--- src/hdl/slba_pkg.sv ---
package slba_pkg;

    localparam int MAX_MACHINES_DEF = 16;

    localparam int CFG_W   = 5;
    localparam int MEAN_W  = 16;
    localparam int VAR_W   = 16;
    localparam int MACH_W  = 4;
    localparam int JOBS_W  = 5;
    localparam int TOTAL_W = 20;
    // n * mean_sum fits in 21 bits, so |a| does too
    localparam int MAG_W   = 21;
    localparam int A_W     = MAG_W + 1;
    localparam int SQ_W    = 2 * MAG_W;
    localparam int HALF_W  = MAG_W;
    localparam int PART_W  = HALF_W + VAR_W;
    localparam int PROD_W  = SQ_W + VAR_W;
    localparam int WORD_W  = MEAN_W + VAR_W;

    localparam logic REQ_FIRST = 1'b0;
    localparam logic REQ_NEXT  = 1'b1;

    typedef struct packed {
        logic              req_type;
        logic [MEAN_W-1:0] job_mean;
        logic [VAR_W-1:0]  job_var;
    } in_t;

    typedef struct packed {
        logic [MACH_W-1:0] machine;
        logic              saturated;
    } out_t;

    typedef struct packed {
        logic load;
        logic order_pick;
        logic scan_start;
        logic stage_a;
        logic scan_cmp;
        logic scan_next;
        logic upd_write;
        logic out_load;
    } cmd_t;

    typedef struct packed {
        logic in_order;
        logic scan_last;
    } sts_t;

endpackage

--- src/hdl/slba_ctrl.sv ---
module slba_ctrl (
    input  logic            aclk,
    input  logic            aresetn,
    input  logic            s_valid,
    output logic            s_ready,
    output logic            m_valid,
    input  logic            m_ready,
    input  slba_pkg::sts_t  sts,
    output slba_pkg::cmd_t  cmd
);

    localparam logic [3:0] ST_IDLE = 4'd0;
    localparam logic [3:0] ST_CHK  = 4'd1;
    localparam logic [3:0] ST_SA   = 4'd2;
    localparam logic [3:0] ST_SSQ  = 4'd3;
    localparam logic [3:0] ST_SP   = 4'd4;
    localparam logic [3:0] ST_SCMP = 4'd5;
    localparam logic [3:0] ST_URD  = 4'd6;
    localparam logic [3:0] ST_UWR  = 4'd7;
    localparam logic [3:0] ST_OUT  = 4'd8;

    logic [3:0] state_reg, state_next;
    logic       m_valid_reg, m_valid_next;

    assign s_ready = (state_reg == ST_IDLE);
    assign m_valid = m_valid_reg;

    always_comb begin
        state_next = state_reg;
        cmd        = '0;
        case (state_reg)
            ST_IDLE: begin
                if (s_valid) begin
                    cmd.load   = 1'b1;
                    state_next = ST_CHK;
                end
            end
            ST_CHK: begin
                if (sts.in_order) begin
                    cmd.order_pick = 1'b1;
                    state_next     = ST_URD;
                end else begin
                    cmd.scan_start = 1'b1;
                    state_next     = ST_SA;
                end
            end
            ST_SA: begin
                cmd.stage_a = 1'b1;
                state_next  = ST_SSQ;
            end
            ST_SSQ: state_next = ST_SP;
            ST_SP:  state_next = ST_SCMP;
            ST_SCMP: begin
                cmd.scan_cmp = 1'b1;
                if (sts.scan_last) begin
                    state_next = ST_URD;
                end else begin
                    // fetch the next machine while this one is judged
                    cmd.scan_next = 1'b1;
                    state_next    = ST_SA;
                end
            end
            ST_URD: state_next = ST_UWR;
            ST_UWR: begin
                cmd.upd_write = 1'b1;
                state_next    = ST_OUT;
            end
            ST_OUT: begin
                if (!m_valid_reg || m_ready) begin
                    cmd.out_load = 1'b1;
                    state_next   = ST_IDLE;
                end
            end
            default: state_next = ST_IDLE;
        endcase
    end

    always_comb begin
        m_valid_next = m_valid_reg;
        if (cmd.out_load) begin
            m_valid_next = 1'b1;
        end else if (m_ready) begin
            m_valid_next = 1'b0;
        end
    end

    always_ff @(posedge aclk) begin
        if (!aresetn) begin
            state_reg   <= ST_IDLE;
            m_valid_reg <= 1'b0;
        end else begin
            state_reg   <= state_next;
            m_valid_reg <= m_valid_next;
        end
    end

endmodule

--- config.mk ---
export PLATFORM = sky130hd
export DESIGN_NAME = slba_ctrl
export DESIGN_NICKNAME = d
export VERILOG_FILES = /design/src/hdl/slba_pkg.sv /design/src/hdl/slba_ctrl.sv
export SDC_FILE = /design/constraint.sdc
export NUM_CORES = 1
export LEC_CHECK = 0
export ABC_AREA = 1
export BUFFER_PORTS_ARGS = -buffer_cell sky130_fd_sc_hd__buf_2
export CAP_MARGIN = 30
export CELL_PAD_IN_SITES_DETAIL_PLACEMENT = 0
export CELL_PAD_IN_SITES_GLOBAL_PLACEMENT = 1
export CORE_AREA = 4 4 41 43
export CTS_CLUSTER_SIZE = 16
export DETAILED_ROUTE_END_ITERATION = 16
export DIE_AREA = 0 0 45 47
export GPL_ROUTABILITY_DRIVEN = 0
export PLACE_DENSITY_LB_ADDON = 0.1
export SYNTH_ARGS = -nofsm -noshare
export SYNTH_HDL_FRONTEND = slang
export SYNTH_SLANG_ARGS = --single-unit
--- constraint.sdc ---
create_clock -name aclk -period 1.1 [get_ports aclk]
set_clock_uncertainty 0.05 [all_clocks]
set_input_delay 0 -clock aclk [delete_from_list [all_inputs] [get_ports aclk]]
set_output_delay 0 -clock aclk [all_outputs]
set_load 0.02 [all_outputs]
==> results of run 1 <==
[layer usage]
layer	up-vias	track usage, %	part of all wire [%]
li1	219	-	-
met5	-	0	0
met2	12	16.67	52
met4	0	3.509	0.65
met3	2	6.130	8.9
met1	185	10.27	39
[worst register-to-register path: cells and delay by family (launching register included)]
kind	cells	cell delay, ps
AND/OR/NAND/NOR	5	380
buffers and inverters	4	300
flip-flops	1	360
[area by class of cell]
type | count | share of cell area (%)
timing repair buffer | 25 | 31.03
multi-input combinational | 33 | 34.87
inverter | 15 | 9.387
tap | 15 | 2.874
clock inverter | 1 | 0.7663
sequential | 5 | 17.62
clock buffer | 3 | 3.448
[layout by cell type (no fill, tap or decap), drive strengths merged]
cell type	n
dlygate4sd3	1
buf	24
inv	15
nor4	1
nor3	1
a21oi	1
clkinv	1
clkbuf	3
nor2	14
nand2	8
nand3	6
dfxtp	5
nand4	1
o22ai	1
[where the power goes]
group	total [mW]	internal [mW]	switching [mW]
sequential	0.238	0.202	0.0361
combinational	0.359	0.173	0.187
clock	0.223	0.132	0.0905
[cell families (layout without fill, tap and decap cells)]
logic type,Yosys count,in the layout,share of synthesized area (%)
and+or+nand+nor,31,31,48.53
buffers and inverters,16,44,18.75
DFF,5,5,29.41
AOI/OAI and AO/OA,2,2,3.309
[timing repair]
item,in CTS,in global routing
endpoints found under the setup margin,9,11
setup buffers,7,2
resized for setup,32,9
gates cloned,0,0
pin swaps,6,8
hold endpoints to repair,3,0
hold buffers,1,0
[per-stage QoR]
stage | std cells | area [um^2] | util [%] | worst slack [ps]
after global routing | 97 | 653.1 | 50.19 | -163.5
after floorplan | 54 | 351.6 | - | 31.55
after detailed placement | 83 | 437.9 | 33.65 | 11.05
after CTS | 95 | 608.1 | 46.73 | -115.7
after global placement | 83 | 437.9 | 33.65 | -24.35
final | 97 | 653.1 | 50.19 | -109.0
[path summary, 6_finish.rpt]
path | from | endpoint
max | state_reg[2] | cmd[5]
min | sts[0] | state_reg[2]
max reg2reg | state_reg[2] | state_reg[2]
min reg2reg | state_reg[0] | state_reg[0]
==> results_dict.tcl, run 1 <==
set metrics [dict create \
    status "complete, but fails checks" \
    violations "negative setup slack" \
    slowest_stage "dfxtp_4" \
    cpPeakStageDelay_ps 360 \
    arrival_ps 1160 \
    drv_slew 0 \
    period_share_pct 109.9 \
    hold_ws_ps 49.40 \
    vias_per_cell 4.309 \
    yosysWarningCount 0 \
    routed_wl_um 925 \
    cts_tree "built" \
    syn_inst 54 \
    drv_cap 0 \
    yosysTopAreaCellShare_pct 29.41 \
    grt.overflow.total 0 \
    io_buffers 15 \
    htreeDepth 1 \
    power_leakage_nw 0.3365 \
    drive_above_1_share_pct 69.51 \
    startpoint_type "flop" \
    initial_core_util_pct 26.15 \
    seqCellArea_um2 115.1 \
    fillCellCount 130 \
    path_delay_family "flip-flops" \
    antenna_found_initial 0 \
    hold-path-cell-count 5 \
    yosysMostFrequentCell "inv_1" \
    clock_path_buffers 2 \
    p_total_mw 0.8201 \
    syn_area_um2 340.3 \
    die-height_um 47 \
    synth_edf_count 0 \
    fin_setup_tns_ps -414.7 \
    yosysSeqAreaShare_pct 29.41 \
    synth_top_cells_by_count "inv_1 (11), nand2_1 (7), nor2_1 (7)" \
    cts_root_buf "clkbuf_4" \
    ant_nets 0 \
    cts_made_buffers 3 \
    syn_area_per_cell_um2 6.302 \
    grt_max_degree 6 \
    num_rows 13 \
    hp-class "primary input to flop" \
    r2r_cells 9 \
    fp.coreArea_um2 1301 \
    rsz0062_at_grt "yes" \
    yosysTopAreaCell "dfxtp_1" \
    insertion_delay_ps 250 \
    synth_seq_cells 5 \
    worstSetupPathType "flop to primary output" \
    clock-sinks 5 \
    fin_ws_ps -109.0 \
    tightest_slew_ps 171.0 \
    path_cells "nor2_4 > inv_2 > nor4_2 > buf_2" \
    diodes 0 \
    grt_use_total_pct 9.968 \
    synthTopCellsByArea "dfxtp_1 (29%), inv_1 (12%), nor2_2 (9.2%), nand2_1 (7.7%), nor2_1 (7.7%)" \
    post-route-drc-count 0 \
    finalHoldViolCount 0 \
    final.min_clock_period_ps 1209 \
    place_hpwl_um 619.3 \
    ios 16 \
    largest_reg_flops 4 \
    crit_cells 4 \
    worstPathBufferInverterCount 2 \
    die-area_um2 2115 \
    clk_pin_slew_ps 50 \
    die-width_um 45 \
    endpoint_kind "primary output" \
    power_per_cell_area_nw_per_um2 1256 \
    cp_max_fo 4 \
    r2r_slack_ps -50 \
    firstDrtPassIters 4 \
    final_net_count 89 \
    worstPathRequired_ps 1050 \
    drt-initial-drc-count 6 \
    fmax_ghz 0.8271 \
    wl_per_cell_um 9.536 \
    multi_input_area_um2 227.7 \
    grt_first_pass_wirelength_mm 1.497 \
    grt_pass1_vias 358 \
    peakVddDrop_v 0.0007605 \
    ys.flop_type "dfxtp_1" \
    relSlewSlack_pct 88.51 \
    vias 418 \
    synth.distinct_cells 17 \
    syn2layout_area_growth_pct 91.91 \
    synth_fp_nets 60 \
    synth-async-reset-ratio_pct 0 \
    final-setup-viol-count 8 \
]
(Power assumes the default switching activity.)
==> inputs of run 2 (changes only) <==
--- a/config.mk
+++ b/config.mk
@@ -16,6 +16,7 @@
 export DIE_AREA = 0 0 45 47
 export GPL_ROUTABILITY_DRIVEN = 0
 export PLACE_DENSITY_LB_ADDON = 0.1
+export SKIP_CTS_REPAIR_TIMING = 1
 export SYNTH_ARGS = -nofsm -noshare
 export SYNTH_HDL_FRONTEND = slang
 export SYNTH_SLANG_ARGS = --single-unit
==> run 2 against run 1 <==
The flow still finishes with violations (negative setup slack). Via count shrank 7.4%. Critical path type unchanged. Critical endpoint unchanged. Final cell count fell by 3.1%. Flip-flop and latch count unchanged. Design area is 5.7% lower.
==> results_dict.tcl, run 2 (synthesis results as in run 1) <==
set metrics [dict create \
    status "complete, but fails checks" \
    violations "negative setup slack" \
    fp.coreArea_um2 1301 \
    relSlewSlack_pct 88.47 \
    grt_use_total_pct 8.623 \
    power_per_cell_area_nw_per_um2 1250 \
    grt_max_degree 7 \
    peakVddDrop_v 0.0007320 \
    hold-path-cell-count 5 \
    drv_slew 0 \
    tightest_slew_ps 171.5 \
    routed_wl_um 836 \
    die-height_um 47 \
    r2r_end "state_reg[2]" \
    cts_made_buffers 3 \
    worstPathRequired_ps 1050 \
    fin_setup_tns_ps -408.4 \
    diodes 0 \
    p_sw_mw 0.2954 \
    switching_share_pct 38.40 \
    clockPowerShare_pct 28.7 \
    endpoint_kind "primary output" \
    grt_pass1_vias 317 \
    drv_cap 0 \
    p_int_mw 0.4739 \
    cts_root_buf "clkbuf_4" \
    p_total_mw 0.7693 \
    drive_above_1_share_pct 64.56 \
    cts_tree "built" \
    num_rows 13 \
    ant_nets 0 \
    grt_first_pass_wirelength_mm 1.290 \
    fin_ws_ps -100.4 \
    pre_cts_ws_ps 11.05 \
    vias_per_cell 4.117 \
    mostFrequentLayoutCells "inv_1 (8), buf_4 (8), buf_2 (7)" \
    startpoint_type "flop" \
    htreeDepth 1 \
    hp-class "primary input to flop" \
    die-width_um 45 \
    syn2layout_area_growth_pct 80.88 \
    grt.overflow.total 0 \
    final.min_clock_period_ps 1200 \
    period_share_pct 109.1 \
    pwr-share-seq_pct 31.0 \
    largest_reg_flops 4 \
    io_buffers 15 \
    post-route-drc-count 0 \
    finalHoldViolCount 0 \
    fin_cells 94 \
    rsz0062_at_grt "yes" \
    antenna_found_initial 0 \
    place_hpwl_um 619.3 \
    worstHoldStart "sts[0]" \
    worstSetupPathType "flop to primary output" \
    vias 387 \
    drt-initial-drc-count 6 \
    final-setup-viol-count 7 \
    cp_max_fo 4 \
    r2r_slack_ps 10 \
    dpl_cell_area_um2 437.9 \
    firstDrtPassIters 4 \
    die-area_um2 2115 \
    min_to "state_reg[2]" \
    combPwrFrac_pct 40.3 \
    ios 16 \
    clock-sinks 5 \
    dp.cells 83 \
    fin_area_um2 615.6 \
    initial_core_util_pct 26.15 \
    arrival_ps 1150 \
    clock_path_buffers 2 \
    reg2reg_from "state_reg[0]" \
    insertion_delay_ps 250 \
    clk_pin_slew_ps 50 \
    fmax_ghz 0.8330 \
    power_leakage_nw 0.3151 \
    r2r_cells 7 \
    final_net_count 86 \
    wl_per_cell_um 8.894 \
]
[run 2: changes by cell type in the layout (fill, tap and decap cells not counted), sizes merged]
cell / previous run / this run
buf: 24 / 21
[run 2: worst max-delay path, cell delays in order (launching register included)]
cell	delay, ps
dfxtp_4	360
nor2_4	170
inv_2	60
nor4_2	110
buf_2	200
[run 2: area by class of cell]
| cell class | count | area (um^2) |
|---|---|---|
| Clock buffer | 3 | 22.52 |
| Clock inverter | 1 | 5.005 |
| Fill cell | 134 | 685.7 |
| Inverter | 15 | 61.31 |
| Multi-Input combinational cell | 33 | 220.2 |
| Sequential cell | 5 | 115.1 |
| Tap cell | 15 | 18.77 |
| Timing Repair Buffer | 22 | 172.7 |
[run 2: power groups by stage]
| stage | combinational [mW] | sequential, mW | clock (mW) |
|---|---|---|---|
| floorplan | 0.173 | 0.226 | 0 |
| global placement | 0.239 | 0.232 | 0 |
| detailed placement | 0.234 | 0.230 | 0 |
| CTS | 0.235 | 0.226 | 0.228 |
| global route | 0.339 | 0.243 | 0.248 |
| finish | 0.310 | 0.239 | 0.221 |
[run 2: how the worst max path moves through the flow]
stage | depth (start not counted) | startpoint | to | slack (ps)
after detailed placement | 4 | state_reg[3] | cmd[5] | 10
final | 4 | state_reg[3] | cmd[5] | -100
after floorplan | 3 | state_reg[3] | cmd[5] | 30
after global routing | 4 | state_reg[3] | cmd[5] | -170
after CTS | 4 | state_reg[3] | cmd[5] | -260
after global placement | 4 | state_reg[3] | cmd[5] | -20
[run 2: per-stage QoR]
step	utilization, %	hold slack (ps)
detailed placement	33.65	156.9
floorplan	-	2.659
global route	47.31	76.35
global placement	33.65	155.0
CTS	35.77	-105.3
finish	47.31	53.06
[run 2: layer usage]
metal / share of wire (%) / global-route usage (%)
met5: 0 / 0
met3: 8.7 / 6.130
met1: 41 / 10.05
met2: 49 / 12.15
met4: 0.72 / 3.509
